File: src/design/lfp_pkg.sv
`timescale 1ns / 1ps
`default_nettype none
// ----------------------------------------------------------------------------
// lfp_pkg
// Shared widths, constants, register codes and inter-module types of the
// line follower position/PID step block.
// ----------------------------------------------------------------------------
package lfp_pkg;

    localparam int SENSOR_COUNT      = 5;
    localparam int FRAC_BITS_DEFAULT = 8;

    localparam int SAMPLE_W   = 16;
    localparam int CLAMP_W    = 12;
    localparam int SAMPLE_MAX = 4095;
    localparam int SCALE_FULL = 1000;
    localparam int LANE_P_W   = 22;   // 4095 * 1000 fits in 22 bits

    localparam int THR_W      = 10;
    localparam int GAIN_W     = 16;
    localparam int DUTY_W     = 25;
    localparam int ERR_OUT_W  = 16;
    localparam int CFG_IDX_W  = 3;
    localparam int CFG_DATA_W = 25;

    localparam int WEIGHT_W   = 4;
    localparam int WSUM_W     = 5;
    localparam int MAG_W      = 4;
    localparam int CNT_W      = 3;
    localparam int ACC_W      = 36;

    localparam logic signed [WEIGHT_W-1:0] SENSOR_WEIGHT [SENSOR_COUNT] =
        '{-4'sd5, -4'sd3, 4'sd1, 4'sd3, 4'sd5};

    localparam logic [GAIN_W-1:0] GAIN_P_RST    = 16'd1024;
    localparam logic [GAIN_W-1:0] GAIN_I_RST    = 16'd0;
    localparam logic [GAIN_W-1:0] GAIN_D_RST    = 16'd3072;
    localparam logic [THR_W-1:0]  THR_RST       = 10'd890;
    localparam logic [DUTY_W-1:0] DUTY_BASE_RST = 25'd15625000;
    localparam logic [DUTY_W-1:0] DUTY_MIN_RST  = 25'd7812500;
    localparam logic [DUTY_W-1:0] DUTY_MAX_RST  = 25'd31250000;

    typedef enum logic [CFG_IDX_W-1:0] {
        REG_GAIN_P    = 3'd0,
        REG_GAIN_I    = 3'd1,
        REG_GAIN_D    = 3'd2,
        REG_THRESHOLD = 3'd3,
        REG_DUTY_BASE = 3'd4,
        REG_DUTY_MIN  = 3'd5,
        REG_DUTY_MAX  = 3'd6
    } t_cfg_idx;

    // threshold test as seen by every lane
    typedef struct packed {
        logic                never;   // threshold 1000 or more
        logic [LANE_P_W-1:0] limit;   // (1000 - threshold) * 4095
    } t_thr;

    typedef struct packed {
        logic             lost;
        logic             neg;        // weightsum - 1 is negative
        logic [MAG_W-1:0] mag;        // |weightsum - 1|
        logic [CNT_W-1:0] count;
    } t_merge;

    typedef struct packed {
        logic [GAIN_W-1:0] gain_p;
        logic [GAIN_W-1:0] gain_i;
        logic [GAIN_W-1:0] gain_d;
        logic [DUTY_W-1:0] duty_base;
        logic [DUTY_W-1:0] duty_min;
        logic [DUTY_W-1:0] duty_max;
    } t_pid_cfg;

    typedef struct packed {
        logic [DUTY_W-1:0]           left_duty;
        logic [DUTY_W-1:0]           right_duty;
        logic                        line_lost;
        logic signed [ERR_OUT_W-1:0] scaled_error;
    } t_result;

endpackage
`default_nettype wire

File: src/design/lfp_lane.sv
`timescale 1ns / 1ps
`default_nettype none
// ----------------------------------------------------------------------------
// lfp_lane
// One sensor lane: saturate the raw sample, scale it and test the inverted
// reading against the on-line threshold. Registered on-line flag.
// ----------------------------------------------------------------------------
module lfp_lane (
    input  wire logic                         i_clk,
    input  wire logic                         i_en,
    input  wire logic [lfp_pkg::SAMPLE_W-1:0] i_sample,
    input  wire lfp_pkg::t_thr                i_thr,
    output logic                              o_on
);
    import lfp_pkg::*;

    logic [CLAMP_W-1:0]  x;
    logic [LANE_P_W-1:0] p;
    logic                on;
    logic                r_on;

    // 1000 - x*1000/4095 > thr  <=>  x*1000 < (1000 - thr) * 4095
    always_comb begin
        x  = (i_sample > SAMPLE_W'(SAMPLE_MAX)) ? CLAMP_W'(SAMPLE_MAX) : i_sample[CLAMP_W-1:0];
        p  = LANE_P_W'(x) * LANE_P_W'(SCALE_FULL);
        on = !i_thr.never && (p < i_thr.limit);
    end

    always_ff @(posedge i_clk) begin
        if (i_en) begin
            r_on <= on;
        end
    end

    assign o_on = r_on;

endmodule
`default_nettype wire

File: src/design/lfp_merge.sv
`timescale 1ns / 1ps
`default_nettype none
// ----------------------------------------------------------------------------
// lfp_merge
// Combines the lane flags: weighted sum, on-line count, and the sign and
// magnitude of the position numerator.
// ----------------------------------------------------------------------------
module lfp_merge (
    input  wire logic                             i_clk,
    input  wire logic                             i_en,
    input  wire logic [lfp_pkg::SENSOR_COUNT-1:0] i_on,
    output lfp_pkg::t_merge                       o_merge
);
    import lfp_pkg::*;

    logic signed [WSUM_W-1:0] wsum;
    logic signed [WSUM_W-1:0] wsum_m1;
    logic [CNT_W-1:0]         cnt;
    t_merge                   n_merge;
    t_merge                   r_merge;

    always_comb begin
        wsum = '0;
        cnt  = '0;
        for (int i = 0; i < SENSOR_COUNT; i++) begin
            if (i_on[i]) begin
                wsum = wsum + WSUM_W'(SENSOR_WEIGHT[i]);
                cnt  = cnt + 1'b1;
            end
        end
        wsum_m1       = wsum - 5'sd1;
        n_merge.lost  = (cnt == '0);
        n_merge.neg   = wsum_m1[WSUM_W-1];
        n_merge.mag   = wsum_m1[WSUM_W-1] ? MAG_W'(-wsum_m1) : MAG_W'(wsum_m1);
        n_merge.count = cnt;
    end

    always_ff @(posedge i_clk) begin
        if (i_en) begin
            r_merge <= n_merge;
        end
    end

    assign o_merge = r_merge;

endmodule
`default_nettype wire

File: src/design/lfp_pid.sv
`timescale 1ns / 1ps
`default_nettype none
// ----------------------------------------------------------------------------
// lfp_pid
// Sequencer for position division, error scaling, integral clamp, the PID
// sum on one shared multiplier and the saturated motor duties.
// ----------------------------------------------------------------------------
module lfp_pid #(
    parameter int FRAC_BITS = lfp_pkg::FRAC_BITS_DEFAULT
) (
    input  wire logic              i_clk,
    input  wire logic              i_rst_n,
    input  wire logic              i_start,
    input  wire logic              i_take,
    input  wire lfp_pkg::t_merge   i_merge,
    input  wire lfp_pkg::t_pid_cfg i_cfg,
    output logic                   o_done,
    output lfp_pkg::t_result       o_result
);
    import lfp_pkg::*;

    localparam int NUM_W   = FRAC_BITS + MAG_W;
    localparam int K       = NUM_W + 3;          // exact for divisors up to 8
    localparam int RCP_W   = K + 1;
    localparam int PROD_W  = NUM_W + RCP_W;
    localparam int ERR_W   = NUM_W + 2;
    localparam int ERR10_W = ERR_W + 4;
    localparam int MUL_W   = GAIN_W + 1 + 17;
    localparam int DS_W    = ACC_W + 1;
    localparam int LIM_INT = ((30 << FRAC_BITS) > 32767) ? 32767 : (30 << FRAC_BITS);

    localparam logic [RCP_W-1:0] RCP1 = RCP_W'(1 << K);
    localparam logic [RCP_W-1:0] RCP2 = RCP_W'(1 << (K - 1));
    localparam logic [RCP_W-1:0] RCP3 = RCP_W'(((1 << K) + 2) / 3);
    localparam logic [RCP_W-1:0] RCP4 = RCP_W'(1 << (K - 2));
    localparam logic [RCP_W-1:0] RCP5 = RCP_W'(((1 << K) + 4) / 5);

    localparam logic signed [ERR_W-1:0]   HALF5    = ERR_W'(5 << (FRAC_BITS - 1));
    localparam logic signed [ERR10_W-1:0] SAT_HI   = ERR10_W'(32767);
    localparam logic signed [ERR10_W-1:0] SAT_LO   = ERR10_W'(-32768);
    localparam logic signed [16:0]        LIM      = 17'(LIM_INT);
    localparam logic signed [ACC_W-1:0]   ROUND    = ACC_W'((64'd1 << (2 * FRAC_BITS)) - 64'd1);
    localparam logic signed [ACC_W-1:0]   ZERO_ACC = '0;

    typedef enum logic [2:0] {
        ST_IDLE, ST_ERR, ST_MP, ST_MI, ST_MD, ST_SHIFT, ST_DUTY, ST_DONE
    } t_state;

    t_state                       r_state;
    logic [PROD_W-1:0]            r_prod;
    logic signed [ERR_OUT_W-1:0]  r_last;
    logic signed [ERR_OUT_W-1:0]  r_esum;
    logic signed [ERR_OUT_W-1:0]  r_scaled;
    logic signed [16:0]           r_diff;
    logic                         r_lost;
    logic signed [ACC_W-1:0]      r_acc;
    logic signed [ACC_W-1:0]      r_corr;
    logic [DUTY_W-1:0]            r_left;
    logic [DUTY_W-1:0]            r_right;

    logic [NUM_W-1:0]             num;
    logic [RCP_W-1:0]             rcp;
    logic [PROD_W-1:0]            n_prod;
    logic [NUM_W-1:0]             quo;
    logic signed [ERR_W-1:0]      quo_s;
    logic signed [ERR_W-1:0]      err;
    logic signed [ERR10_W-1:0]    err10;
    logic signed [ERR_OUT_W-1:0]  n_scaled;
    logic signed [16:0]           n_diff;
    logic signed [16:0]           sum_raw;
    logic signed [ERR_OUT_W-1:0]  n_esum;
    logic signed [GAIN_W:0]       m_gain;
    logic signed [16:0]           m_op;
    logic signed [MUL_W-1:0]      m_prod;
    logic signed [ACC_W-1:0]      n_acc;
    logic signed [ACC_W-1:0]      n_corr;
    logic signed [DS_W-1:0]       base_s;
    logic signed [DS_W-1:0]       min_s;
    logic signed [DS_W-1:0]       max_s;
    logic signed [DS_W-1:0]       corr_s;
    logic signed [DS_W-1:0]       left_s;
    logic signed [DS_W-1:0]       right_s;
    logic [DUTY_W-1:0]            n_left;
    logic [DUTY_W-1:0]            n_right;

    // position division: multiply by a reciprocal of the small count
    always_comb begin
        num = {i_merge.mag, FRAC_BITS'(0)};
        unique case (i_merge.count)
            3'd1:    rcp = RCP1;
            3'd2:    rcp = RCP2;
            3'd3:    rcp = RCP3;
            3'd4:    rcp = RCP4;
            3'd5:    rcp = RCP5;
            default: rcp = '0;
        endcase
        n_prod = PROD_W'(num) * PROD_W'(rcp);
    end

    // error, scaling, derivative and clamped integral
    always_comb begin
        quo   = r_prod[K +: NUM_W];
        quo_s = ERR_W'(quo);
        if (i_merge.lost) begin
            err = (r_last > 16'sd0) ? HALF5 : -HALF5;
        end else begin
            err = i_merge.neg ? -quo_s : quo_s;
        end
        err10 = (ERR10_W'(err) <<< 3) + (ERR10_W'(err) <<< 1);
        if (err10 > SAT_HI) begin
            n_scaled = ERR_OUT_W'(SAT_HI);
        end else if (err10 < SAT_LO) begin
            n_scaled = ERR_OUT_W'(SAT_LO);
        end else begin
            n_scaled = err10[ERR_OUT_W-1:0];
        end
        n_diff  = 17'(n_scaled) - 17'(r_last);
        sum_raw = 17'(r_esum) + 17'(n_scaled);
        if (sum_raw > LIM) begin
            n_esum = ERR_OUT_W'(LIM);
        end else if (sum_raw < -LIM) begin
            n_esum = ERR_OUT_W'(-LIM);
        end else begin
            n_esum = sum_raw[ERR_OUT_W-1:0];
        end
    end

    // one multiplier shared by the three PID terms
    always_comb begin
        unique case (r_state)
            ST_MI: begin
                m_gain = signed'({1'b0, i_cfg.gain_i});
                m_op   = 17'(r_esum);
            end
            ST_MD: begin
                m_gain = signed'({1'b0, i_cfg.gain_d});
                m_op   = r_diff;
            end
            default: begin
                m_gain = signed'({1'b0, i_cfg.gain_p});
                m_op   = 17'(r_scaled);
            end
        endcase
        m_prod = MUL_W'(m_gain) * MUL_W'(m_op);
        n_acc  = ((r_state == ST_MP) ? ZERO_ACC : r_acc) + ACC_W'(m_prod);
        // truncate toward zero: bias negatives before the arithmetic shift
        n_corr = (r_acc + (r_acc[ACC_W-1] ? ROUND : ZERO_ACC)) >>> (2 * FRAC_BITS);
    end

    // duty = base +/- corr; lower bound first, then upper
    always_comb begin
        base_s  = DS_W'(i_cfg.duty_base);
        min_s   = DS_W'(i_cfg.duty_min);
        max_s   = DS_W'(i_cfg.duty_max);
        corr_s  = DS_W'(r_corr);
        left_s  = base_s + corr_s;
        right_s = base_s - corr_s;
        if (left_s < min_s) begin
            n_left = i_cfg.duty_min;
        end else if (left_s > max_s) begin
            n_left = i_cfg.duty_max;
        end else begin
            n_left = left_s[DUTY_W-1:0];
        end
        if (right_s < min_s) begin
            n_right = i_cfg.duty_min;
        end else if (right_s > max_s) begin
            n_right = i_cfg.duty_max;
        end else begin
            n_right = right_s[DUTY_W-1:0];
        end
    end

    always_ff @(posedge i_clk) begin
        if (!i_rst_n) begin
            r_state <= ST_IDLE;
            r_last  <= '0;
            r_esum  <= '0;
        end else begin
            unique case (r_state)
                ST_IDLE: begin
                    if (i_start) begin
                        r_prod  <= n_prod;
                        r_state <= ST_ERR;
                    end
                end
                ST_ERR: begin
                    r_scaled <= n_scaled;
                    r_diff   <= n_diff;
                    r_lost   <= i_merge.lost;
                    r_last   <= n_scaled;
                    r_esum   <= n_esum;
                    r_state  <= ST_MP;
                end
                ST_MP: begin
                    r_acc   <= n_acc;
                    r_state <= ST_MI;
                end
                ST_MI: begin
                    r_acc   <= n_acc;
                    r_state <= ST_MD;
                end
                ST_MD: begin
                    r_acc   <= n_acc;
                    r_state <= ST_SHIFT;
                end
                ST_SHIFT: begin
                    r_corr  <= n_corr;
                    r_state <= ST_DUTY;
                end
                ST_DUTY: begin
                    r_left  <= n_left;
                    r_right <= n_right;
                    r_state <= ST_DONE;
                end
                ST_DONE: begin
                    if (i_take) begin
                        r_state <= ST_IDLE;
                    end
                end
                default: r_state <= ST_IDLE;
            endcase
        end
    end

    assign o_done                = (r_state == ST_DONE);
    assign o_result.left_duty    = r_left;
    assign o_result.right_duty   = r_right;
    assign o_result.line_lost    = r_lost;
    assign o_result.scaled_error = r_scaled;

endmodule
`default_nettype wire

File: src/design/line_follow_pid_step_top.sv
`timescale 1ns / 1ps
`default_nettype none
// ----------------------------------------------------------------------------
// line_follow_pid_step_top
// One control step of a five-sensor line follower: weighted line position,
// PID correction and saturated left/right motor duties.
// ----------------------------------------------------------------------------
// Usage:
//   Input stream: one item carries five 16-bit raw sensor samples. Output
//   stream: one result item per input item (left/right duty, scaled error,
//   line-lost flag in tuser).
//   Config channel: write register index and data; always ready. Write only
//   while no item is in flight.
//   Five sensor lanes test the samples in parallel, a merge stage forms the
//   weighted sum and count, then a sequencer runs the division and the PID
//   terms on one shared multiplier, one step per cycle.
//   Path: lane flags, merge register, sequencer states IDLE, ERR, MP, MI,
//   MD, SHIFT, DUTY and DONE, then the output register. One item is in
//   flight at a time; the next item is taken once a result enters the
//   output register, even while that result still waits for i_m_tready.
//   Receiver stall: the result holds in the output register; a finished
//   item behind it waits in the sequencer and input stays blocked.
//   Reset: registers return to their default values, last error and error
//   sum clear to zero, no item in flight.
// ----------------------------------------------------------------------------
module line_follow_pid_step_top #(
    parameter int FRAC_BITS = lfp_pkg::FRAC_BITS_DEFAULT
) (
    input  wire logic                           i_clk,
    input  wire logic                           i_rst_n,
    // sample_0[15:0], sample_1[31:16], sample_2[47:32], sample_3[63:48],
    // sample_4[79:64]
    input  wire logic                           i_s_tvalid,
    output logic                                o_s_tready,
    input  wire logic [79:0]                    i_s_tdata,
    // left_duty[24:0], right_duty[49:25], scaled_error[65:50], zero pad
    output logic                                o_m_tvalid,
    input  wire logic                           i_m_tready,
    output logic [71:0]                         o_m_tdata,
    // line_lost[0]
    output logic [0:0]                          o_m_tuser,
    input  wire logic                           i_cfg_valid,
    output logic                                o_cfg_ready,
    input  wire logic [lfp_pkg::CFG_IDX_W-1:0]  i_cfg_index,
    input  wire logic [lfp_pkg::CFG_DATA_W-1:0] i_cfg_data
);
    import lfp_pkg::*;

    logic [GAIN_W-1:0] r_gain_p;
    logic [GAIN_W-1:0] r_gain_i;
    logic [GAIN_W-1:0] r_gain_d;
    logic [THR_W-1:0]  r_thr;
    logic [DUTY_W-1:0] r_duty_base;
    logic [DUTY_W-1:0] r_duty_min;
    logic [DUTY_W-1:0] r_duty_max;

    logic              r_busy;
    logic              r_lane_vld;
    logic              r_merge_vld;
    logic              r_out_vld;
    logic [71:0]       r_out_data;
    logic              r_out_lost;

    logic              s_accept;
    logic              cfg_we;
    logic              pid_done;
    logic              pid_take;
    logic [THR_W-1:0]  thr_k;
    t_thr              thr;
    t_merge            merge;
    t_pid_cfg          pid_cfg;
    t_result           result;
    logic [SENSOR_COUNT-1:0] lane_on;

    assign o_s_tready  = !r_busy;
    assign s_accept    = i_s_tvalid && o_s_tready;
    assign o_cfg_ready = 1'b1;
    assign cfg_we      = i_cfg_valid && o_cfg_ready;

    always_ff @(posedge i_clk) begin
        if (!i_rst_n) begin
            r_gain_p    <= GAIN_P_RST;
            r_gain_i    <= GAIN_I_RST;
            r_gain_d    <= GAIN_D_RST;
            r_thr       <= THR_RST;
            r_duty_base <= DUTY_BASE_RST;
            r_duty_min  <= DUTY_MIN_RST;
            r_duty_max  <= DUTY_MAX_RST;
        end else if (cfg_we) begin
            unique case (t_cfg_idx'(i_cfg_index))
                REG_GAIN_P:    r_gain_p    <= i_cfg_data[GAIN_W-1:0];
                REG_GAIN_I:    r_gain_i    <= i_cfg_data[GAIN_W-1:0];
                REG_GAIN_D:    r_gain_d    <= i_cfg_data[GAIN_W-1:0];
                REG_THRESHOLD: r_thr       <= i_cfg_data[THR_W-1:0];
                REG_DUTY_BASE: r_duty_base <= i_cfg_data[DUTY_W-1:0];
                REG_DUTY_MIN:  r_duty_min  <= i_cfg_data[DUTY_W-1:0];
                REG_DUTY_MAX:  r_duty_max  <= i_cfg_data[DUTY_W-1:0];
                default: ;
            endcase
        end
    end

    // threshold as a bound on x*1000, shared by all lanes
    always_comb begin
        thr_k     = THR_W'(SCALE_FULL) - r_thr;
        thr.never = (r_thr >= THR_W'(SCALE_FULL));
        thr.limit = {thr_k, 12'b0} - LANE_P_W'(thr_k);
    end

    assign pid_cfg.gain_p    = r_gain_p;
    assign pid_cfg.gain_i    = r_gain_i;
    assign pid_cfg.gain_d    = r_gain_d;
    assign pid_cfg.duty_base = r_duty_base;
    assign pid_cfg.duty_min  = r_duty_min;
    assign pid_cfg.duty_max  = r_duty_max;

    for (genvar g = 0; g < SENSOR_COUNT; g++) begin : g_lane
        lfp_lane u_lane (
            .i_clk    (i_clk),
            .i_en     (s_accept),
            .i_sample (i_s_tdata[g*SAMPLE_W +: SAMPLE_W]),
            .i_thr    (thr),
            .o_on     (lane_on[g])
        );
    end

    lfp_merge u_merge (
        .i_clk   (i_clk),
        .i_en    (r_lane_vld),
        .i_on    (lane_on),
        .o_merge (merge)
    );

    lfp_pid #(
        .FRAC_BITS (FRAC_BITS)
    ) u_pid (
        .i_clk    (i_clk),
        .i_rst_n  (i_rst_n),
        .i_start  (r_merge_vld),
        .i_take   (pid_take),
        .i_merge  (merge),
        .i_cfg    (pid_cfg),
        .o_done   (pid_done),
        .o_result (result)
    );

    assign pid_take = pid_done && (!r_out_vld || i_m_tready);

    always_ff @(posedge i_clk) begin
        if (!i_rst_n) begin
            r_busy      <= 1'b0;
            r_lane_vld  <= 1'b0;
            r_merge_vld <= 1'b0;
            r_out_vld   <= 1'b0;
        end else begin
            r_lane_vld  <= s_accept;
            r_merge_vld <= r_lane_vld;
            if (s_accept) begin
                r_busy <= 1'b1;
            end else if (pid_take) begin
                r_busy <= 1'b0;
            end
            if (pid_take) begin
                r_out_vld  <= 1'b1;
                r_out_data <= {6'b0, result.scaled_error, result.right_duty,
                               result.left_duty};
                r_out_lost <= result.line_lost;
            end else if (i_m_tready) begin
                r_out_vld <= 1'b0;
            end
        end
    end

    assign o_m_tvalid   = r_out_vld;
    assign o_m_tdata    = r_out_data;
    assign o_m_tuser[0] = r_out_lost;

`ifndef NO_ASSERTIONS
    // only one item moves through lanes, merge and sequencer at a time
    a_one_stage: assert property (@(posedge i_clk) disable iff (!i_rst_n)
        $onehot0({s_accept, r_lane_vld, r_merge_vld, pid_done}))
        else $error("more than one item in flight");

    a_start_busy: assert property (@(posedge i_clk) disable iff (!i_rst_n)
        r_merge_vld |-> r_busy)
        else $error("sequencer started with no item accepted");

    a_take_loads: assert property (@(posedge i_clk) disable iff (!i_rst_n)
        pid_take |=> (r_out_vld && !r_busy))
        else $error("result not loaded into output register");
`endif

endmodule
`default_nettype wire

File: config.mk
export PLATFORM = sky130hd
export DESIGN_NAME = line_follow_pid_step_top
export DESIGN_NICKNAME = d
export VERILOG_FILES = /design/src/design/lfp_pkg.sv /design/src/design/lfp_lane.sv /design/src/design/lfp_merge.sv /design/src/design/lfp_pid.sv /design/src/design/line_follow_pid_step_top.sv
export SDC_FILE = /design/constraint.sdc
export NUM_CORES = 2
export LEC_CHECK = 0
export BUFFER_PORTS_ARGS = -buffer_cell sky130_fd_sc_hd__buf_2
export CORE_ASPECT_RATIO = 0.6
export CORE_UTILIZATION = 40
export CTS_BUF_LIST = sky130_fd_sc_hd__clkbuf_8 sky130_fd_sc_hd__clkbuf_16
export DETAILED_ROUTE_END_ITERATION = 16
export GPL_ROUTABILITY_DRIVEN = 1
export SYNTH_ARGS = -nofsm -noshare
export SYNTH_HDL_FRONTEND = slang
export SYNTH_SLANG_ARGS = --single-unit
File: constraint.sdc
create_clock -name i_clk -period 17.9 [get_ports i_clk]
set_input_delay 3.58 -clock i_clk [delete_from_list [all_inputs] [get_ports i_clk]]
set_output_delay 3.58 -clock i_clk [all_outputs]
set_load 0.05 [all_outputs]
Word level (Yosys, flattened, before mapping)
Index checks and enable logic that the tools add are counted.
- bits in registers: 412
- output and inout port bits: 76
- add/sub/neg operators: 20
- $mul: 7
- order comparisons: 20
- equal/unequal tests: 20
- mux-type cells: 39
- reductions and logical operators: 31
- operator list (cell ; number):
    $lt A22 B22 Y1 ; 5
    $mux W25 ; 4
    $mul A12 B7 Y19 const B ; 5
    $gt A16 B12 Y1 const B ; 5
    $mux W16 ; 5
    $pmux W16 S5 ; 1
    $gt A37 B26 Y1 ; 2
    $lt A37 B26 Y1 ; 2
    $mux W12 ; 5
    $mux W14 ; 3
    $add A36 B17 Y36 ; 1
    $add A36 B34 Y36 ; 1
    $mux W36 ; 1
    $mul A17 B17 Y34 ; 1
    $pmux W17 S2 ; 1
    $pmux W16 S2 ; 1
    $add A26 B20 Y27 ; 1
    $eq A3 B3 Y1 const B ; 9
    $sub A26 B20 Y27 ; 1
    $reduce_and A2 Y1 ; 13
    $mux W5 ; 5
    $pmux W3 S8 ; 1
    $sub A22 B10 Y22 ; 1
    $mul A4 B16 Y19 ; 1
    other kinds (32) ; 62

Logic depth before layout (Yosys ltp)
- depth after elaboration: 12
- mapped depth: 33
- mapped depth without buffers: 29

By module
From an unflattened synthesis, not the netlist that was laid out.
- cell total of the unflattened synthesis: 5532
- area, all modules: 49510.0 sq um
- modules (own cells, without submodules) (module ; instances ; cells each ; area each (sq um) ; seq. area each (sq um)):
    lfp_pid ; 1 ; 3030 ; 27261.1 ; 5265.0
    line_follow_pid_step_top ; 1 ; 778 ; 7723.7 ; 4754.6
    lfp_lane (g_lane[0].u_lane ...) ; 2 ; 338 ; 2770.2 ; 30.0
    lfp_lane (g_lane[2].u_lane) ; 1 ; 315 ; 2661.3 ; 30.0
    lfp_lane (g_lane[3].u_lane) ; 1 ; 322 ; 2655.0 ; 30.0
    lfp_lane (g_lane[4].u_lane) ; 1 ; 310 ; 2653.8 ; 30.0
    lfp_merge ; 1 ; 101 ; 1014.7 ; 270.3

Worst setup path before layout
No wires, ideal clock.
- path type: input to register
- start: input i_s_tdata[46]
- end: register g_lane[2].u_lane.r_on (data pin)
- library setup time: 0.131 ns
- data arrival time: 9.411 ns
- data required time: 17.769 ns
- slack: 8.358 ns
- cell stages on the path: 24
- buffers on the path: 1
- path through: or4_1 -> clkbuf_1 -> or2_2 -> fa_1 -> inv_1 -> fa_1 -> inv_1 -> fa_1 -> inv_1 -> fa_1 -> inv_1 -> ha_1 -> and3_1 -> a2111oi_0 -> nor2_1 -> a21o_1 -> a21oi_1 -> xnor2_1 -> ha_1 -> a21o_1 -> a21o_1 -> a211oi_1 -> o2111ai_1 -> nand2_1
- word-level cells in the longest chain between the ends: 5
- ends and longest elaborated chain (item ; line ; RTL):
    from (decl) ; line_follow_pid_step_top.sv:35 ; input wire logic [79:0] i_s_tdata,
    $gt A16 B12 Y1 ; lfp_lane.sv:24 ; x = (i_sample > SAMPLE_W'(SAMPLE_MAX)) ? CLAMP_W'(SAMPLE_MAX) : i_sample[CLAMP_W-1:0];
    $mux W12 ; lfp_lane.sv:24 ;
    $mul A12 B7 Y19 ; lfp_lane.sv:25 ; p = LANE_P_W'(x) * LANE_P_W'(SCALE_FULL);
    $lt A22 B22 Y1 ; lfp_lane.sv:26 ; on = !i_thr.never && (p < i_thr.limit);
    $logic_and A1 B1 Y1 ; lfp_lane.sv:26 ;
    net g_lane[2].u_lane.on ; lfp_lane.sv:19 ; logic on;
    to (signal assigned) ; lfp_lane.sv:31 ; r_on <= on;
    to (decl) ; lfp_lane.sv:20 ; logic r_on;
The timed path passes the listed nets, and every way through them passes these cells.
A chain may end at the register's enable or synchronous reset.

Worst setup path in the final report
- start: input i_s_tdata[30]
- end: register g_lane[1].u_lane.r_on (data pin)
- word-level cells in the longest chain between the ends: 5
- ends and longest elaborated chain (item ; line):
    $gt A16 B12 Y1 ; lfp_lane.sv:24
    $mux W12 ; lfp_lane.sv:24
    $mul A12 B7 Y19 ; lfp_lane.sv:25
    $lt A22 B22 Y1 ; lfp_lane.sv:26
    $logic_and A1 B1 Y1 ; lfp_lane.sv:26
    net g_lane[1].u_lane.on ; lfp_lane.sv:19
    to (signal assigned) ; lfp_lane.sv:31
    to (decl) ; lfp_lane.sv:20
The timed path passes the listed nets, and every way through them passes these cells.

==> impl_results.md <==
* Status: finished, violations left
* Failing checks: capacitance limit, slew limit
* Core area at 117700 um2
* Worst slew margin relative to its limit at -0.001976
* Post-layout nets at 6660
* Total negative slack for setup checks at 0 ps
* CTS tree: done
* Distinct cell type count after synthesis at 92
* Initial Utilization at 0.4070
* Global-route total usage across every layer at 0.2201
* Layout overhead on the synthesized area at 8.510%
* Final clock period utilization by the worst path at 0.5416
* DRT Wirelength at 132900 um
* Count of cells resized by post-cts repair at 0
* Gp weighted congestion at 0.9339
* Post-layout minimum cycle time at 9694 ps
* Warning count from the yosys run at 0
* Power density of the placed cells at 95.04 nW/um2
* Worst setup skew after layout at 31.78 ps
* Fill count at 11570
* Slowest library cell on the worst path: or4_1
* Average instance area after synthesis at 9.034 um2
* Worst setup path startpoint: i_s_tdata[30]
* Seq cells post-synth at 405
* Number of iterations in the first detailed-routing pass at 6
* Number of core rows at 97
* Post-synth ARST share at 0
* Crit path launch type: primary input
* Static leakage at 0.02460 uW
* Register area at 10440 um2
* Largest net degree at the start of global routing at 74
* Antenna violations before repair at 6
* Reported max-cap violation count at 1
* Overall die area at 121200 um2
* Remaining routing DRC violations at 0
* Destination of the critical timing path: g_lane[1].u_lane.o_on$_DFFE_PP_
* Max Transition Viols Final at 6
* Final Hold Violating Endpoints at 0
* Critical path data arrival time at 10160 ps
* Min-delay worst type: reg2reg
* Count of vias placed by the detailed router at 37110
* Total congestion overflow at 0
* Critical Path Sink Type: register
* Remaining number of nets flagged by the antenna check after routing at 0
* Most used DFF post-synth: edfxtp_1
* Count of hold-fix buffers inserted at cts at 0
* Sum of net half-perimeters after detailed placement at 107500 um
* Highest ir drop seen on vdd at 0.0001071 V
* Number of synthesized flops with an enable pin at 233
* Global-route wire length before repair at 210600 um
* CTS buffer count at 43
* Post-DR vias/cell at 5.269
* Worst skew pair latency at 610 ps
* Biggest fanout along the worst timing path at 14
* Fmax at 0.1032 GHz
* WL per Instance at 18.86 um
* Total number of clock tree sinks at 405
* Clock root cell: clkbuf_16
* Worst flop-to-flop path endpoint: u_pid.r_acc[35]$_DFFE_PP_
* Deepest clock path buffer count at 3
* Slowest cell delay on critical path at 700 ps
* Number of global-route vias before repair at 36260
* Number of cells on the critical path at 25
* Critical path's top delay family: adder cells
* Fin area at 52000 um2
* Count of buffering cells on the critical path with inverters included at 3
* Crit Path Class: in2reg
* IO Pins at 189
* Slew of the pin with the lowest slew margin at 1503 ps
* Multi-input gate area in the final layout at 33740 um2
* Post-CTS setup repair buffer count at 0
* Count of port buffers added during placement at 181
* Fraction of final layout cells with drive strength greater than 1 at 0.07496
* Sequential cell area fraction in the yosys report at 0.2179
* Post-Syn Area at 47920 um2
* Flop-to-flop setup slack at 8340 ps
* Die Width at 448.8 um
* Standard cell area after detailed placement at 50580 um2
* Number of cells traversed by the worst register-to-register path at 28
* Crit Reg-Reg Startpoint: u_pid.r_state[1]$_SDFFE_PN0P_
* Gate count of the mapped netlist at 5304
* Iteration-0 DRC count of the detailed router at 3005
* Die Ht at 270.1 um
* RSZ-0062 raised after global routing: false
* Clock-pin slew on the worst setup and hold paths at 70 ps
* Count of endpoints failing setup in the final report at 0
* Depth of the CTS H-tree at 2
* CP required at 18370 ps
## placed cells by master, fill, tap and decap left out, drive strengths merged, types with 60 or more instances in the layout
master | netlist | final
fa | 443 | 443
dfxtp | 172 | 172
nand2 | 628 | 628
a21boi | 101 | 101
inv | 845 | 860
ha | 682 | 682
buf | 42 | 225
mux2i | 105 | 105
nand3 | 88 | 88
a21o | 102 | 102
edfxtp | 233 | 233
nor2 | 370 | 370
o21ai | 141 | 141
a21oi | 249 | 249
xnor2 | 188 | 188
or2 | 60 | 60
nor2b | 62 | 62
## flip-flops by register name, indices dropped and copies added, names as in the netlist, 3 cells and up
| register | count |
|---|---|
| o_m_tdata | 66 |
| u_pid.r_acc | 36 |
| r_duty_base | 25 |
| r_duty_max | 25 |
| r_duty_min | 25 |
| u_pid.r_left | 25 |
| u_pid.r_right | 25 |
| u_pid.r_corr | 20 |
| u_pid.r_diff | 17 |
| r_gain_d | 16 |
| r_gain_i | 16 |
| r_gain_p | 16 |
| u_pid.r_esum | 16 |
| u_pid.r_last | 16 |
| u_pid.r_scaled | 16 |
| u_pid.r_prod | 12 |
| r_thr | 10 |
| u_merge.o_merge | 9 |
| g_lane.u_lane.o_on | 5 |
| u_pid.r_state | 3 |
## worst register-to-register path, delay by kind of cell (launching register included)
family                     cells  cell delay, ps
xor gates and xnor gates       1              80
buffers and inverters          5             910
and+or+nand+nor                5            1560
AOI/OAI and AO/OA             10            2820
adders and majority gates      7            3360
DFF                            1             570
## stage by stage
stage               cells  hold WS [ps]  worst slack [ps]  utilization  total power [uW]
finish               7043         416.9              8206       0.4417              4942
global route         7042         422.2              7691       0.4417              5363
CTS                  7040         419.3              8297       0.4416              4938
detailed placement   6961         404.5              7676       0.4297              3981
global placement     6961         402.3              7788       0.4297              3938
floorplan            5309         400.3              8358            -              3317
## synth_stat cells, drive strengths merged (26+ instances only)
library cell    n  share of area
xor2           58          0.011
xnor2         188          0.034
a211oi         26         0.0042
buf            42         0.0052
dfxtp         172          0.072
or2            60         0.0078
o21ai         141          0.016
edfxtp        233           0.15
fa            443           0.19
nor3           53         0.0058
inv           845          0.066
a21oi         249          0.026
nand3          88         0.0092
nand4          41         0.0054
nor2          370          0.029
o211ai         49         0.0078
and2           52         0.0068
ha            682           0.18
clkbuf        115         0.0090
a21boi        101          0.016
nand2         628          0.049
and3           33         0.0043
a31oi          28         0.0037
nand2b         39         0.0051
a21o          102          0.016
nor2b          62         0.0081
mux2i         105          0.022
## where the power goes
part	leakage (uW)	internal, uW	switching, uW	total, uW
clock network	0.000712	503	420	923
logic	0.0204	1160	1680	2840
registers	0.00351	1120	52.3	1170
total	0.0246	2790	2150	4940
## cells by family after synthesis
group,Yosys count,synth area share
buf+inv,1004,0.08060
xor+xnor,246,0.04496
simple gates,1509,0.1435
other cells,2,0.0001567
compound gates,903,0.1267
flops,405,0.2179
fa+ha+maj,1126,0.3634
mux,109,0.02287
## per-layer routing
metal / routed length [um] / track usage / up-vias
met5: 13 / 0 / -
met4: 2176 / 0.03709 / 2
met3: 9418 / 0.03347 / 107
met2: 49440 / 0.2925 / 1102
met1: 71800 / 0.3659 / 17960
li1: - / - / 17940
## how the worst min path moves through the flow
| stage | startpoint | end | depth (start not counted) |
|---|---|---|---|
| 2_1_floorplan | u_pid.r_left[0]$_DFFE_PP_ | o_m_tdata[0]$_DFFE_PP_ | 0 |
| 3_3_place_gp | u_pid.r_right[12]$_DFFE_PP_ | o_m_tdata[37]$_DFFE_PP_ | 0 |
| 3_5_place_dp | u_pid.r_left[21]$_DFFE_PP_ | o_m_tdata[21]$_DFFE_PP_ | 0 |
| 4_1_cts | u_pid.r_left[21]$_DFFE_PP_ | o_m_tdata[21]$_DFFE_PP_ | 0 |
| 5_1_grt | u_pid.r_right[20]$_DFFE_PP_ | o_m_tdata[45]$_DFFE_PP_ | 0 |
| 6_report | u_pid.r_right[20]$_DFFE_PP_ | o_m_tdata[45]$_DFFE_PP_ | 0 |
## layout make-up
cell class / instances / area share
multi-input combinational: 3900 / 0.6489
antenna: 3 / 0.0001444
inverter: 847 / 0.06114
timing repair buffer: 225 / 0.02382
clock buffer: 46 / 0.02149
tap: 1584 / 0.03812
sequential: 405 / 0.2008
clock inverter: 33 / 0.005559
(Power assumes the default switching activity.)
